### src/rmq_pkg.sv
// Shared types and constants of the rotation matrix to quaternion pipeline.
`timescale 1ns / 1ps

package rmq_pkg;

  localparam int DW         = 16;  // matrix element and quaternion field width
  localparam int N2W        = 62;  // squared norm after normalization, [2^60, 2^62)
  localparam int NRMW       = 31;  // norm, [2^30, 2^31)
  localparam int VMW        = 31;  // component magnitude after normalization
  localparam int QW         = 17;  // quotient bits kept before saturation
  localparam int NORM_STEPS = 5;   // pair shifts of 16, 8, 4, 2, 1
  localparam int SQRT_STEPS = 31;  // one root bit per stage
  localparam int DIV_LAT    = QW + 1;

  typedef logic [1:0] branch_t;

  localparam branch_t BR_TRACE = 2'd0;
  localparam branch_t BR_X     = 2'd1;
  localparam branch_t BR_Y     = 2'd2;
  localparam branch_t BR_Z     = 2'd3;

  // Per-item flags that ride alongside the data
  typedef struct packed {
    logic       deg;
    branch_t    br;
    logic [3:0] neg;
  } side_t;

endpackage

### src/rmq_div.sv
// Pipelined restoring divider: round(mag * 2^FRAC_BITS / norm), clipped to QW bits.
`timescale 1ns / 1ps

module rmq_div #(
  parameter int FRAC_BITS = 14
) (
  input  logic                         clk,
  input  logic                         en,
  input  logic [rmq_pkg::VMW-1:0]      mag,
  input  logic [rmq_pkg::NRMW-1:0]     norm,
  output logic [rmq_pkg::QW-1:0]       q
);

  localparam int QW = rmq_pkg::QW;
  localparam int NW = rmq_pkg::VMW + FRAC_BITS + 1;
  localparam int RW = rmq_pkg::NRMW + QW;
  localparam int CW = (NW > RW) ? NW : RW;

  logic [CW-1:0] num;
  logic [CW-1:0] lim;

  logic [RW-1:0]               rem [0:QW];
  logic [rmq_pkg::NRMW-1:0]    dn  [0:QW];
  logic [QW-1:0]               qb  [0:QW];
  logic                        sat [0:QW];

  // numerator with half the divisor added for round-to-nearest
  assign num = (CW'(mag) << FRAC_BITS) + CW'(norm >> 1);
  assign lim = CW'(norm) << QW;

  always_ff @(posedge clk) begin
    if (en) begin
      rem[0] <= num[RW-1:0];
      dn[0]  <= norm;
      qb[0]  <= '0;
      sat[0] <= (num >= lim);
    end
  end

  for (genvar j = 0; j < QW; j++) begin : g_step
    localparam int K = QW - 1 - j;
    logic [RW-1:0] sub;
    assign sub = RW'(dn[j]) << K;

    always_ff @(posedge clk) begin
      if (en) begin
        dn[j+1]  <= dn[j];
        sat[j+1] <= sat[j];
        if (rem[j] >= sub) begin
          rem[j+1] <= rem[j] - sub;
          qb[j+1]  <= qb[j] | (QW'(1) << K);
        end else begin
          rem[j+1] <= rem[j];
          qb[j+1]  <= qb[j];
        end
      end
    end
  end

  assign q = sat[QW] ? '1 : qb[QW];

endmodule
### config.mk
export PLATFORM = sky130hd
export DESIGN_NAME = rmq_div
export DESIGN_NICKNAME = d
export VERILOG_FILES = /design/src/rmq_pkg.sv /design/src/rmq_div.sv
export SDC_FILE = /design/constraint.sdc
export NUM_CORES = 2
export LEC_CHECK = 0
export BUFFER_PORTS_ARGS = -buffer_cell sky130_fd_sc_hd__buf_2
export CAP_MARGIN = 20
export CELL_PAD_IN_SITES_DETAIL_PLACEMENT = 1
export CELL_PAD_IN_SITES_GLOBAL_PLACEMENT = 1
export CORE_UTILIZATION = 25
export CTS_BUF_LIST = sky130_fd_sc_hd__clkbuf_2
export CTS_CLUSTER_DIAMETER = 60
export DETAILED_ROUTE_END_ITERATION = 10
export GPL_ROUTABILITY_DRIVEN = 0
export PLACE_DENSITY = 0.58
export REMOVE_ABC_BUFFERS = 1
export SLEW_MARGIN = 20
export SYNTH_ARGS = -nofsm -noshare
export SYNTH_HDL_FRONTEND = slang
export SYNTH_SLANG_ARGS = --single-unit
### constraint.sdc
create_clock -name clk -period 4.75 [get_ports clk]
set_clock_uncertainty 0.05 [all_clocks]
set_input_delay 0.95 -clock clk [delete_from_list [all_inputs] [get_ports clk]]
set_output_delay 0.95 -clock clk [all_outputs]
set_load 0.01 [all_outputs]
==> flow_summary.json <==
{
  "min_path_type": "input port to flop",
  "fp-row-count": 211,
  "run_status": "completed",
  "ant_nets": 0,
  "hold_viol_final": 0,
  "synth_to_final_area_change_pct": 13.3,
  "dpl_cell_area_um2": 90200,
  "synth_edf_count": 1498,
  "cts_made_buffers": 390,
  "timing_worst_slew_pin_value_ns": 1.26,
  "detailroute.via_count": 58500,
  "wl_met2_um": 105000,
  "syn-cell-area_um2": 83600,
  "clock_tree.buffer_depth": 4,
  "die-height_um": 580,
  "clock_power_share": 0.167,
  "clk-insertion-delay-late_ns": 1.75,
  "worst_slew_margin_rel": 0.150,
  "start_kind": "input port",
  "synth_cells": 7580,
  "async_flop_share": 0,
  "drtPass1Iterations": 5,
  "routedLengthMet1_um": 80600,
  "worst_r2r_endpoint": "rem[15][36]",
  "clkSlewWorstSetupHoldPaths_ns": 0.11,
  "p_seq_frac": 0.403,
  "die-area_um2": 337000,
  "synth_top_flop_cell": "sky130_fd_sc_hd__edfxtp_1",
  "layout.cells.most_common": "sky130_fd_sc_hd__edfxtp_1",
  "power_per_cell_area_nw_per_um2": 540,
  "floorplan.io_pins": 81,
  "max-cap-violations": 0,
  "htree_levels": 5,
  "coreArea_um2": 331000,
  "cts_sinks": 1498,
  "port-buffer-count": 80,
  "p_leak_nw": 37.4,
  "hpwlAfterDp_um": 161000,
  "end_of_the_worst_hold_path": "rem[0][14]",
  "timing.critical_path.slowest_cell_delay_ns": 0.55,
  "clock.fmax_mhz": 217,
  "cts-root-buf": "sky130_fd_sc_hd__clkbuf_2",
  "initial_core_util": 0.252,
  "vias_in_the_first_global_route": 64200,
  "p_sw_frac": 0.389,
  "num-fill-cells": 37500,
  "hold_path_startpoint": "mag[0]",
  "combPwrFrac": 0.430,
  "final.period_utilization": 0.969,
  "setup_viol": 0,
  "critPathRequiredTime_ns": 6.02,
  "synth_cell_type_count": 95,
  "worst_r2r_path_depth": 13,
  "layout.area.seq_um2": 45000,
  "wl_met3_um": 6200,
  "multi_input_gate_area_um2": 35300,
  "viasPerCell": 4.58,
  "power_w": 0.0511,
  "grt_use_total": 0.120,
  "post-route-cell-area_um2": 94700,
  "drive_above_1_share": 0.119,
  "initial_drc_count": 2133,
  "power.net_switching_w": 0.0199,
  "top_signal_layer_used": "met5",
  "layout_min_cycle_time_ns": 4.60,
  "finish.utilization": 0.286,
  "hold_depth": 3,
  "tritoncts_clock_tree": "built",
  "cp-end-kind": "flop",
  "r2r-start": "dn[14][0]",
  "maxSlewViolCount": 0,
  "layout.cells.most_common_list": "sky130_fd_sc_hd__edfxtp_1 (1498), sky130_fd_sc_hd__inv_1 (708), sky130_fd_sc_hd__a21oi_1 (631)",
  "antenna_violations_before_repair": 4,
  "postSynthRegisterBits": 1498,
  "grt_pass1_wl_um": 330000,
  "cp_slowest_cell": "sky130_fd_sc_hd__dlygate4sd3_1",
  "global_route.overflow_total": 0,
  "critical_path_peak_fanout": 4,
  "layout.nets": 8797,
  "critical_path_arrival_ns": 5.87,
  "routed_wire_length_per_instance_um": 16.2,
  "critPathKind": "input port to flop",
  "synth.yosys.warnings": 0,
  "route.final.wire_length_um": 207000,
  "synth_sequential_area_ratio": 0.538,
  "vdd_ir_drop_max_v": 0.000231,
  "syn_avg_cell_area_um2": 11.0,
  "grt_start_max_net_pins": 131,
  "die_x_um": 580,
  "internal_power_w": 0.0313,
  "drt_drc_violations_left": 0,
  "regToRegSetupSlack_ns": 0.43
}
[cell type report]
class                           count  area share
Clock inverter                    107     0.00551
Multi-Input combinational cell   5184       0.373
Timing Repair Buffer              360      0.0317
Clock buffer                      544      0.0288
Antenna cell                        7    0.000185
Tap cell                         4366      0.0577
Sequential cell                  1498       0.475
Inverter                          711      0.0282
[worst max path at each step]
| stage | to | cells past startpoint | start |
|---|---|---|---|
| global route | sat[0] | 29 | norm[16] |
| global placement | sat[0] | 27 | norm[15] |
| detailed placement | sat[0] | 26 | norm[15] |
| finish | sat[0] | 29 | norm[16] |
| floorplan | rem[5][46] | 12 | dn[4][0] |
| CTS | sat[0] | 29 | norm[16] |
[critical path: cells and delay by family]
kind	cells	cell delay [ns]
buffers and inverters	5	1.34
XOR/XNOR	1	0.15
AND/OR/NAND/NOR	5	0.52
AO/OA/AOI/OAI	16	2.32
adder cells (fa/ha/maj)	2	0.60
[cell usage after synthesis (all sizes together) (11+ instances only)]
cell,number,area share
edfxtp,1498,0.54
nor4b,21,0.0023
a211o,12,0.0013
or2,48,0.0036
and2,30,0.0022
o31a,21,0.0022
inv,711,0.032
xnor2,345,0.036
xor2,241,0.025
nor2,474,0.021
a21boi,19,0.0017
o41ai,16,0.0023
nor3,112,0.0069
nand2,607,0.027
or3,41,0.0031
or4,19,0.0018
o21a,60,0.0054
fa,17,0.0041
nand4b,19,0.0020
ha,571,0.086
nor2b,93,0.0070
a31o,11,0.0012
a221oi,17,0.0019
mux2,63,0.0087
o211ai,36,0.0033
a21o,273,0.025
o31ai,39,0.0035
and3,50,0.0037
clkbuf,146,0.0066
a21oi,637,0.038
nor4,68,0.0053
o21ai,540,0.033
o2111ai,17,0.0018
nand3b,19,0.0017
nand2b,98,0.0073
a31oi,66,0.0049
nor3b,15,0.0013
nand3,142,0.0085
nand4,90,0.0067
a211oi,48,0.0043
o21bai,71,0.0064
buf,41,0.0026
and4,18,0.0019
[metrics by stage]
step | instances | worst slack, ns | TNS (ns) | hold slack, ns
2_1_floorplan | 7393 | -1.70 | -54.69 | 0.350
3_3_place_gp | 12000 | -0.743 | -0.743 | 0.351
4_1_cts | 12800 | 0.102 | 0 | 0.00945
3_5_place_dp | 12000 | -0.766 | -0.766 | 0.355
6_report | 12800 | 0.146 | 0 | 0.283
5_1_grt | 12800 | -0.0150 | -0.0150 | 0.110
[registers in the layout, indices dropped and copies added (netlist names)]
register / flops
qb: 153
rem: 800
sat: 18
dn: 527
[what timing repair did]
item                                   4_1_cts  5_1_grt
hold buffers                               115        0
setup endpoints to repair                    0        1
buffers inserted                             0        2
endpoints found under the hold margin      532        0
gates resized for setup                      0       12
[power by group through the flow]
stage	Sequential (W)	Combinational (W)	Clock, W
global route	0.0210	0.0245	0.00962
detailed placement	0.0209	0.0218	0
CTS	0.0206	0.0220	0.00913
floorplan	0.0201	0.0162	0
finish	0.0206	0.0220	0.00854
global placement	0.0208	0.0212	0
[cells by family after synthesis]
logic type / Yosys count / synth area share
flip-flops: 1498 / 0.538
adder cells (fa/ha/maj): 588 / 0.0896
XOR/XNOR: 586 / 0.0614
AO/OA/AOI/OAI: 1960 / 0.144
buffers and inverters: 898 / 0.0411
AND/OR/NAND/NOR: 1981 / 0.116
multiplexers: 69 / 0.00943
[metal layers]
metal	track usage	vias to the layer above
li1	-	29000
met1	0.121	27800
met2	0.225	1084
met3	0.0186	699
met4	0.0843	2
met5	0	-
Power figures use the tool's default switching activity.
